### src/design/lrc_pkg.sv
// Shared types and constants for the LRU cache table.
// Used by lrc_cell and lru_cache_table; depends on nothing else.
package lrc_pkg;

    localparam int CAPACITY    = 8;
    localparam int KEY_WIDTH   = 32;
    localparam int VALUE_WIDTH = 32;
    localparam int COUNT_WIDTH = $clog2(CAPACITY + 1);
    localparam int OCC_WIDTH   = 7;

    typedef enum logic [1:0] {
        CMD_LOOKUP = 2'd0,
        CMD_INSERT = 2'd1,
        CMD_CLEAR  = 2'd2,
        CMD_NONE   = 2'd3
    } cmd_t;

    // One stored entry as it moves from cell to cell.
    typedef struct packed {
        logic                   valid;
        logic [KEY_WIDTH-1:0]   key;
        logic [VALUE_WIDTH-1:0] value;
    } entry_t;

    // Match result gathered from the tail of the row toward the head.
    typedef struct packed {
        logic                   hit;
        logic [VALUE_WIDTH-1:0] value;
    } probe_t;

    // Per-transfer controls broadcast to every cell.
    typedef struct packed {
        logic step;
        logic clear;
        logic shift_all;
        logic hit_any;
    } cell_ctl_t;

endpackage

### src/design/lrc_cell.sv
// One position of the recency stack: holds a single entry and compares it
// against the broadcast key. Depends on lrc_pkg.
module lrc_cell (
    input  logic                            clk,
    input  logic                            rst_n,
    input  lrc_pkg::cell_ctl_t              ctl,
    input  logic [lrc_pkg::KEY_WIDTH-1:0]   key,
    input  lrc_pkg::entry_t                 prev_entry,
    output lrc_pkg::entry_t                 entry,
    input  lrc_pkg::probe_t                 probe_in,
    output lrc_pkg::probe_t                 probe_out
);

    logic                              valid_reg;
    logic                              valid_next;
    logic [lrc_pkg::KEY_WIDTH-1:0]     key_reg;
    logic [lrc_pkg::VALUE_WIDTH-1:0]   value_reg;
    logic                              match;
    logic                              load;

    assign match = valid_reg && (key_reg == key);

    // Keys are unique among valid entries, so at most one cell matches.
    assign probe_out.hit   = probe_in.hit | match;
    assign probe_out.value = probe_in.value | (match ? value_reg : '0);

    // A cell takes its neighbor's entry on a new insert, or when the hit
    // entry sits here or further toward the tail (it moves to the head).
    assign load = ctl.step && (ctl.shift_all || (ctl.hit_any && probe_out.hit));

    always_comb
    begin
        valid_next = valid_reg;
        if (ctl.step && ctl.clear)
        begin
            valid_next = 1'b0;
        end
        else if (load)
        begin
            valid_next = prev_entry.valid;
        end
    end

    always_ff @(posedge clk or negedge rst_n)
    begin
        if (!rst_n)
        begin
            valid_reg <= 1'b0;
        end
        else
        begin
            valid_reg <= valid_next;
        end
    end

    always_ff @(posedge clk)
    begin
        if (load && !ctl.clear)
        begin
            key_reg   <= prev_entry.key;
            value_reg <= prev_entry.value;
        end
    end

    assign entry.valid = valid_reg;
    assign entry.key   = key_reg;
    assign entry.value = value_reg;

endmodule

### src/design/lru_cache_table.sv
// Top level of the LRU cache table: a row of lrc_cell positions plus the
// command decode, entry counter and output register. Depends on lrc_pkg.
//
// Fully associative key/value store with least-recently-used replacement,
// kept as a recency-ordered row of cells: the head cell holds the most recent
// entry, the tail cell the least recent. For each command (lookup, insert, clear)
// all cells compare the key at once; a hit, or a new entry on an insert miss, is
// written into the head and the cells in front of it shift one place toward the
// tail, so the least recent entry drops off the tail when the store is full; a
// clear empties every cell. A new command is accepted every cycle as long as the
// result register is empty or being read in the same cycle; the result appears
// the cycle after the input transfer. There is no clearing pass after reset.
module lru_cache_table (
    input  logic        clk,
    input  logic        rst_n,
    input  logic        in_valid,
    output logic        in_ready,
    input  logic [1:0]  cmd,
    input  logic [31:0] key,
    input  logic [31:0] value_in,
    output logic        out_valid,
    input  logic        out_ready,
    output logic        hit,
    output logic [31:0] value_out,
    output logic        full_res,
    output logic [6:0]  occupancy
);

    localparam int CAP = lrc_pkg::CAPACITY;

    lrc_pkg::entry_t                    entry_q [CAP];
    lrc_pkg::probe_t                    probe_q [CAP+1];
    lrc_pkg::entry_t                    head_entry;
    lrc_pkg::cell_ctl_t                 ctl;
    lrc_pkg::cmd_t                      cmd_code;
    logic                               accept;
    logic                               is_search;

    logic [lrc_pkg::COUNT_WIDTH-1:0]    count_reg;
    logic [lrc_pkg::COUNT_WIDTH-1:0]    count_next;
    logic                               out_valid_reg;
    logic                               hit_reg;
    logic [lrc_pkg::VALUE_WIDTH-1:0]    value_out_reg;
    logic                               full_reg;
    logic [lrc_pkg::COUNT_WIDTH-1:0]    occ_reg;

    assign cmd_code  = lrc_pkg::cmd_t'(cmd);
    assign in_ready  = !out_valid_reg || out_ready;
    assign accept    = in_valid && in_ready;
    assign is_search = (cmd_code == lrc_pkg::CMD_LOOKUP) || (cmd_code == lrc_pkg::CMD_INSERT);

    assign probe_q[CAP] = '0;

    assign ctl.step      = accept;
    assign ctl.clear     = (cmd_code == lrc_pkg::CMD_CLEAR);
    assign ctl.hit_any   = is_search && probe_q[0].hit;
    assign ctl.shift_all = (cmd_code == lrc_pkg::CMD_INSERT) && !probe_q[0].hit;

    // On a hit the matched entry moves to the head with its old value.
    assign head_entry.valid = 1'b1;
    assign head_entry.key   = key;
    assign head_entry.value = probe_q[0].hit ? probe_q[0].value : value_in;

    for (genvar i = 0; i < CAP; i++)
    begin : g_cell
        if (i == 0)
        begin : g_head
            lrc_cell u_cell (
                .clk        (clk),
                .rst_n      (rst_n),
                .ctl        (ctl),
                .key        (key),
                .prev_entry (head_entry),
                .entry      (entry_q[i]),
                .probe_in   (probe_q[i+1]),
                .probe_out  (probe_q[i])
            );
        end
        else
        begin : g_body
            lrc_cell u_cell (
                .clk        (clk),
                .rst_n      (rst_n),
                .ctl        (ctl),
                .key        (key),
                .prev_entry (entry_q[i-1]),
                .entry      (entry_q[i]),
                .probe_in   (probe_q[i+1]),
                .probe_out  (probe_q[i])
            );
        end
    end

    always_comb
    begin
        count_next = count_reg;
        if (ctl.clear)
        begin
            count_next = '0;
        end
        else if (ctl.shift_all && (count_reg != lrc_pkg::COUNT_WIDTH'(CAP)))
        begin
            count_next = count_reg + 1'b1;
        end
    end

    always_ff @(posedge clk or negedge rst_n)
    begin
        if (!rst_n)
        begin
            count_reg     <= '0;
            out_valid_reg <= 1'b0;
        end
        else
        begin
            if (accept)
            begin
                count_reg     <= count_next;
                out_valid_reg <= 1'b1;
            end
            else if (out_ready)
            begin
                out_valid_reg <= 1'b0;
            end
        end
    end

    always_ff @(posedge clk)
    begin
        if (accept)
        begin
            hit_reg       <= ctl.hit_any;
            value_out_reg <= ((cmd_code == lrc_pkg::CMD_LOOKUP) && probe_q[0].hit)
                             ? probe_q[0].value : '0;
            full_reg      <= (count_next == lrc_pkg::COUNT_WIDTH'(CAP));
            occ_reg       <= count_next;
        end
    end

    assign out_valid = out_valid_reg;
    assign hit       = hit_reg;
    assign value_out = value_out_reg;
    assign full_res  = full_reg;
    assign occupancy = lrc_pkg::OCC_WIDTH'(occ_reg);

    // A full store has a valid entry in the tail cell.
    a_full_tail: assert property (@(posedge clk) disable iff (!rst_n)
        (count_reg == lrc_pkg::COUNT_WIDTH'(CAP)) |-> entry_q[CAP-1].valid)
        else $error("full store without a valid tail entry");

    // An empty store has no valid entry at the head.
    a_empty_head: assert property (@(posedge clk) disable iff (!rst_n)
        (count_reg == '0) |-> !entry_q[0].valid)
        else $error("empty store with a valid head entry");

    // A clear transfer leaves the store empty.
    a_clear: assert property (@(posedge clk) disable iff (!rst_n)
        (accept && ctl.clear) |=> (count_reg == '0))
        else $error("clear did not empty the store");

    // A reported hit needs at least one entry.
    a_hit_occ: assert property (@(posedge clk) disable iff (!rst_n)
        (out_valid_reg && hit_reg) |-> (occ_reg != '0))
        else $error("hit reported with zero occupancy");

endmodule
### config.mk
export PLATFORM = sky130hd
export DESIGN_NAME = lru_cache_table
export DESIGN_NICKNAME = d
export VERILOG_FILES = /design/src/design/lrc_pkg.sv /design/src/design/lrc_cell.sv /design/src/design/lru_cache_table.sv
export SDC_FILE = /design/constraint.sdc
export NUM_CORES = 1
export LEC_CHECK = 0
export ABC_AREA = 1
export BUFFER_PORTS_ARGS = -buffer_cell sky130_fd_sc_hd__buf_2
export CORE_UTILIZATION = 50
export DETAILED_ROUTE_END_ITERATION = 16
export PLACE_DENSITY = 0.76
export SYNTH_ARGS = -nofsm -noshare
export SYNTH_HDL_FRONTEND = slang
export SYNTH_SLANG_ARGS = --single-unit
### constraint.sdc
create_clock -name clk -period 4.9 [get_ports clk]
set_input_delay 0.245 -clock clk [delete_from_list [all_inputs] [get_ports clk]]
set_output_delay 0.245 -clock clk [all_outputs]
set_load 0.01 [all_outputs]
; ---- Yosys cells after proc, flatten, opt, wreduce, memory -nomap -nowiden
; Index checks and enable logic that the tools add are counted.
[totals]
n_memories = 0
inputBits = 70
latch_bits = 0
ramBits = 0
output_inout_bits = 43
rom_bits = 0
reg_bits = 563
[op_classes]
div = 0
multipliers = 0
order_cmp = 0
n_mux = 29
n_shift = 0
eq_ne = 12
addsub = 1
bitwise = 14
reduce_logical = 61
[op_table]
columns = op, n
row1 = $mux W32, 9
row2 = $eq A32 B32 Y1, 8
row3 = $or A32 B32 Y32, 7
row4 = $logic_and A1 B1 Y1, 38
row5 = $mux W1, 18
row6 = $reduce_bool A2 Y1, 9
row7 = $logic_or A1 B1 Y1, 10
row8 = $mux W4, 2
row9 = $or A1 B1 Y1, 7
row10 = $add A4 B1 Y4 const B, 1
row11 = $eq A4 B4 Y1 const B, 1
row12 = $ne A4 B4 Y1 const B, 1
row13 = $logic_not A1 Y1, 3
row14 = $eq A2 B1 Y1 const B, 1
row15 = $eq A2 B2 Y1 const B, 1
row16 = $logic_not A2 Y1, 1

; ---- Logic depth before layout (Yosys ltp)
[logic_depth]
word_depth = 15
ltp_mapped = 21
ltp_nobuf = 20

; ---- By module
; From an unflattened synthesis, not the netlist that was laid out.
[hier_totals]
cells_unflattened = 2441
hier_area_um2 = 25798.5
[modules_own_cells]
columns = mod, area_each_um2, instances, cells_per_inst
row1 = lrc_cell, 2949.1, 8, 274
row2 = lru_cache_table, 2205.9, 1, 249

; ---- Least setup slack after synthesis
; No wires, ideal clock.
[synth_timing]
kind = register to register
startpoint = register out_valid_reg, in the netlist out_valid
endpoint = register g_cell[0].g_head.u_cell.key_reg[0] in the netlist's numbering (enable)
path_slack_ps = 745
required_time_ps = 4482
synth_period_minus_slack_ps = 4155
stages_incl_launch_ff = 7
t_arrival_ps = 3736
path_cell_list = dfrtp_1 > nand2_1 > nand2_1 > clkinv_1 > clkbuf_1 > o21ai_0 > inv_1
[synth_between]
elab_chain_len = 5
[synth_rtl]
columns = element, line
row1 = from (decl), lru_cache_table.sv:41  ; logic out_valid_reg;
row2 = from (signal assigned), lru_cache_table.sv:112  ; out_valid_reg <= 1'b0;
row3 = from (signal assigned), lru_cache_table.sv:119  ; out_valid_reg <= 1'b1;
row4 = from (signal assigned), lru_cache_table.sv:123  ; out_valid_reg <= 1'b0;
row5 = $logic_not A1 Y1, lru_cache_table.sv:48  ; assign in_ready = !out_valid_reg || out_ready;
row6 = $logic_or A1 B1 Y1, lru_cache_table.sv:48
row7 = net in_ready, lru_cache_table.sv:17  ; output logic in_ready,
row8 = $logic_and A1 B1 Y1, lru_cache_table.sv:49  ; assign accept = in_valid && in_ready;
row9 = net accept, lru_cache_table.sv:36  ; logic accept;
row10 = $logic_and A1 B1 Y1, lrc_cell.sv:29  ; assign load = ctl.step && (ctl.shift_all || (ctl.hit_any && probe_out.hit));
row11 = $logic_and A1 B1 Y1, lrc_cell.sv:58  ; if (load && !ctl.clear)
row12 = to (signal assigned), lrc_cell.sv:60  ; key_reg <= prev_entry.key;
row13 = to (decl), lrc_cell.sv:16  ; logic [lrc_pkg::KEY_WIDTH-1:0] key_reg;
; The timed path passes the listed nets, and every way through them passes these cells.
; A chain may end at the register's enable or synchronous reset.

; ---- Worst setup path after layout
[layout_timing]
startpoint = input key[5]
endpoint = register g_cell[2].g_body.u_cell.value_reg[13] in the netlist's numbering (enable)
[layout_between]
elab_chain_len = 14
elab_cells_between_ends = 30
classes_between = 8 x eq/ne / 7 x bitwise / 15 x reduce/logical
[layout_rtl]
columns = element, line
row1 = from (decl), lru_cache_table.sv:19  ; input logic [31:0] key,
row2 = $eq A32 B32 Y1, lrc_cell.sv:21  ; assign match = valid_reg && (key_reg == key);
row3 = $logic_and A1 B1 Y1, lrc_cell.sv:21
row4 = $or A1 B1 Y1 (7 in a row), lrc_cell.sv:24  ; assign probe_out.hit = probe_in.hit | match;
row5 = $logic_not A1 Y1 / $logic_and A1 B1 Y1 (equally long branches), "lru_cache_table.sv:57, lru_cache_table.sv:56"
row6 = $logic_and A1 B1 Y1 (on tied branches), "lru_cache_table.sv:57, lrc_cell.sv:29"
row7 = $logic_or A1 B1 Y1 (*), lrc_cell.sv:29
row8 = $logic_and A1 B1 Y1 (*), lrc_cell.sv:29
row9 = $logic_and A1 B1 Y1 (*), lrc_cell.sv:58
row10 = to (signal assigned), lrc_cell.sv:61  ; value_reg <= prev_entry.value;
row11 = to (decl), lrc_cell.sv:17  ; logic [lrc_pkg::VALUE_WIDTH-1:0] value_reg;
; Mark *: on every way between the ends. The rest lies on a longest branch, timed or not.

==> out/qor_table.md <==
| Quantity | Value | Unit |
| --- | --- | --- |
| Result of the run | finished with violations | - |
| Violations in the final reports | design-rule violations | - |
| Destination of the worst register-to-register timing path | g_cell[2].g_body.u_cell.value_reg[13] | - |
| Total global routing overflow | 0 | - |
| Boundary Pins | 113 | - |
| Overall routing resource usage | 0.3064 | - |
| Comb power frac | 0.060 | - |
| Number of antenna violations at the first check in global routing | 0 | - |
| Final Routed Wirelength | 72.64 | mm |
| Antenna Violating Nets Remaining | 0 | - |
| RSZ-0062 raised after global routing | false | - |
| Post-Syn Area | 23660 | um2 |
| Critical path class | input port to flip-flop | - |
| Most common cell after layout, fill and taps aside | sky130_fd_sc_hd__nand2_1 | - |
| H-tree depth reported by CTS | 2 | - |
| Floorplan die width | 219.5 | um |
| Max rail drop VDD | 0.0003170 | V |
| # fillers | 3670 | - |
| Clock network fraction of design power | 0.419 | - |
| Global-route wire length before repair | 105.2 | mm |
| Worst clock skew | 29.88 | ps |
| Actual slew at the worst max-slew pin | 1034 | ps |
| Core Region | 46650 | um2 |
| Net switching share of the total power | 0.2309 | - |
| Avg Synthesized Cell Area | 11.94 | um2 |
| Endpoint of the worst hold path | g_cell[0].g_head.u_cell.key_reg[15] | - |
| Effective utilization at floorplan | 0.5071 | - |
| Crit path capture type | flip-flop | - |
| Master cell of the clock root buffer | sky130_fd_sc_hd__clkbuf_16 | - |
| Floorplan die area | 48190 | um2 |
| Detailed placer's ending HPWL | 49.68 | mm |
| Worst R2R Path Depth | 10 | - |
| DRC viols | 2 | - |
| Via count of the first global-routing pass | 15.87k | - |
| Maximum clock rate | 266.0 | MHz |
| Leakage power of the design | 10.54 | nW |
| CTS Buf Count | 55 | - |
| Final Net Count | 2248 | - |
| Synth area leader | sky130_fd_sc_hd__edfxtp_1 | - |
| Total via count after detailed routing | 16.53k | - |
| CTS tree | built | - |
| Count of input and output buffers | 109 | - |
| Via density | 5.849 | - |
| Count of synthesis-stage warnings from yosys | 0 | - |
| Post-CTS repair timing setup buffer count | 0 | - |
| TritonRoute pass-1 iters | 11 | - |
| Clock sinks | 563 | - |
| Number of register bits inferred by synthesis | 563 | - |
| Final hold vios | 0 | - |
| Antenna Diode Count | 0 | - |
| Number of synthesized flops with an enable pin | 550 | - |
| Count of final max-slew check failures | 0 | - |
| Worst-Skew Late Latency | 640 | ps |
| Share of synthesized flip-flops with an asynchronous set or reset | 0.02309 | - |
| Power spent charging and discharging nets | 2.441 | mW |
| Crit Path Max Fanout | 33 | - |
| Sort of element at the start of the critical path | input port | - |
| Power density normalized to cell area | 386.7 | nW/um2 |
| Portion of the clock cycle consumed by the worst path in the final layout | 0.7673 | - |
| Count of standard-cell rows | 79 | - |
| Hold path startpoint | key[15] | - |
| DRT iter0 DRCs | 2477 | - |
| Most used cells in the layout excluding fill and tap cells | sky130_fd_sc_hd__nand2_1, sky130_fd_sc_hd__edfxtp_1, sky130_fd_sc_hd__inv_1, sky130_fd_sc_hd__nor2_1, sky130_fd_sc_hd__buf_2 | - |
| Area growth, synth to finish | 15.56 | % |
| Power share of the sequential group | 0.522 | - |
| Critical R2R Launch | g_cell[2].g_body.u_cell.key_reg[10] | - |
| Clock input transition at the sequential cells of the worst setup and hold paths | 60 | ps |
| Vertical extent of the die | 219.5 | um |
| Total Neg Setup Slack | 0 | ps |
| Unique cell type count in the Yosys netlist | 46 | - |
| Average wire per cell in the routed design | 25.70 | um |
| Dominant register cell in the synthesized netlist | sky130_fd_sc_hd__edfxtp_1 | - |
| Worst min-delay path category | input port to flip-flop | - |
| Cells on Worst Hold Path | 1 | - |
| Final count of negative-setup-slack endpoints | 0 | - |
| Reg-to-reg setup timing slack | 1200 | ps |
| Last weighted congestion value of the routability-driven placer | 1.013 | - |
| Maximum number of pins on one net before global-route repair | 44 | - |
| Maximum clock insertion buffer count | 3 | - |
| Time the final worst path needs with I/O delays and setup | 3760 | ps |
| Internal Power | 8.130 | mW |
| Crit path required time | 5210 | ps |
| Fraction of final layout cells with drive strength greater than 1 | 0.1343 | - |
| Maxcap violations | 0 | - |
| Synth top area share | 0.6982 | - |
| Portion of the post-synthesis area used by sequential elements | 0.7119 | - |
| WP data arrival | 4070 | ps |
| Mapped Cells | 1982 | - |
| Top cells by area in the synthesized netlist | sky130_fd_sc_hd__edfxtp_1, sky130_fd_sc_hd__nand2_1, sky130_fd_sc_hd__a22o_1, sky130_fd_sc_hd__inv_1, sky130_fd_sc_hd__nor2_1 | - |
| Worst hold slack across all endpoints | 28.42 | ps |
| Max transition margin | 0.3101 | - |
[cell usage after synthesis, drive strengths merged (2+ instances only)]
library cell and number:
ha 2, edfxtp 550, a21oi 6, a22o 71, nand3 37, xor2 25
dfrtp 13, nand4 60, nor4 10, nand2 607, nor2 154, clkinv 4
o211ai 5, o22ai 23, nor3 42, clkbuf 14, a21boi 2, or2 9
a221oi 3, inv 192, buf 48, xnor2 39, o21ai 61
[worst max-delay path, cell delays in order]
cell	delay, ps
sky130_fd_sc_hd__dlygate4sd3_1	520
sky130_fd_sc_hd__buf_2	280
sky130_fd_sc_hd__inv_2	170
sky130_fd_sc_hd__nand2_1	90
sky130_fd_sc_hd__nand4_1	80
sky130_fd_sc_hd__nor3_1	240
sky130_fd_sc_hd__nand2_1	90
sky130_fd_sc_hd__nor2_1	140
sky130_fd_sc_hd__nand3_1	250
sky130_fd_sc_hd__inv_2	680
sky130_fd_sc_hd__nor2_4	110
sky130_fd_sc_hd__o21ai_0	190
sky130_fd_sc_hd__nand2_1	110
sky130_fd_sc_hd__inv_2	450
sky130_fd_sc_hd__buf_4	380
[metal layers]
layer  wire length, um  global-route usage
met1             29070              0.4451
met4              2233             0.09421
met5               114             0.01771
met3              9200             0.08502
met2             32020              0.4464
[power groups by stage]
stage	Clock [mW]	Sequential, mW	Combinational [mW]
floorplan	0	5.59	0.322
global placement	0	5.60	0.564
detailed placement	0	5.61	0.571
CTS	4.44	5.51	0.614
global route	4.63	5.53	0.674
finish	4.43	5.51	0.629
[logic make-up after synthesis]
group                    count (synthesis)  synth area share
buffers and inverters                  258           0.04707
other                                    1         0.0001585
AND/OR/NAND/NOR                        921            0.1651
flip-flops                             563            0.7119
AO/OA/AOI/OAI                          173           0.05099
XOR/XNOR                                64           0.02370
adder cells (fa/ha/maj)                  2          0.001058
[worst max-delay path by stage]
stage               cells past startpoint       from  slack (ps)                                     to
floorplan                               6  out_valid         750     g_cell[0].g_head.u_cell.key_reg[0]
finish                                 15     key[5]        1140  g_cell[2].g_body.u_cell.value_reg[13]
global placement                       14     key[5]        1140  g_cell[2].g_body.u_cell.value_reg[28]
detailed placement                     15    key[13]        1110    g_cell[0].g_head.u_cell.key_reg[31]
CTS                                    15     key[5]        1230  g_cell[2].g_body.u_cell.value_reg[17]
global route                           15     key[5]        1030  g_cell[2].g_body.u_cell.value_reg[13]
[timing repair]
| action | in CTS | in global routing |
|---|---|---|
| hold buffers | 60 | 0 |
| resized for setup | 0 | 0 |
| endpoints found under the hold margin | 71 | 0 |
[area by class of cell]
class | instances | area, um2 | area share
repair buffers | 197 | 1419 | 0.05190
clock inverters | 40 | 447.9 | 0.01639
multi-input cells | 1163 | 5709 | 0.2089
flip-flops and latches | 563 | 16840 | 0.6161
clock buffers | 60 | 1416 | 0.05181
well taps | 607 | 759.5 | 0.02778
inverters | 196 | 743.2 | 0.02719
[through the flow]
step	power (mW)	area [um2]	setup WS, ps	std cells	utilization
finish	10.57	27340	1140	2826	0.5859
global route	10.83	27340	1028	2826	0.5859
CTS	10.57	27340	1226	2826	0.5859
detailed placement	6.182	24870	1113	2666	0.5331
global placement	6.169	24870	1140	2666	0.5331
floorplan	5.909	23660	745.4	1984	-
(Power assumes the default switching activity.)
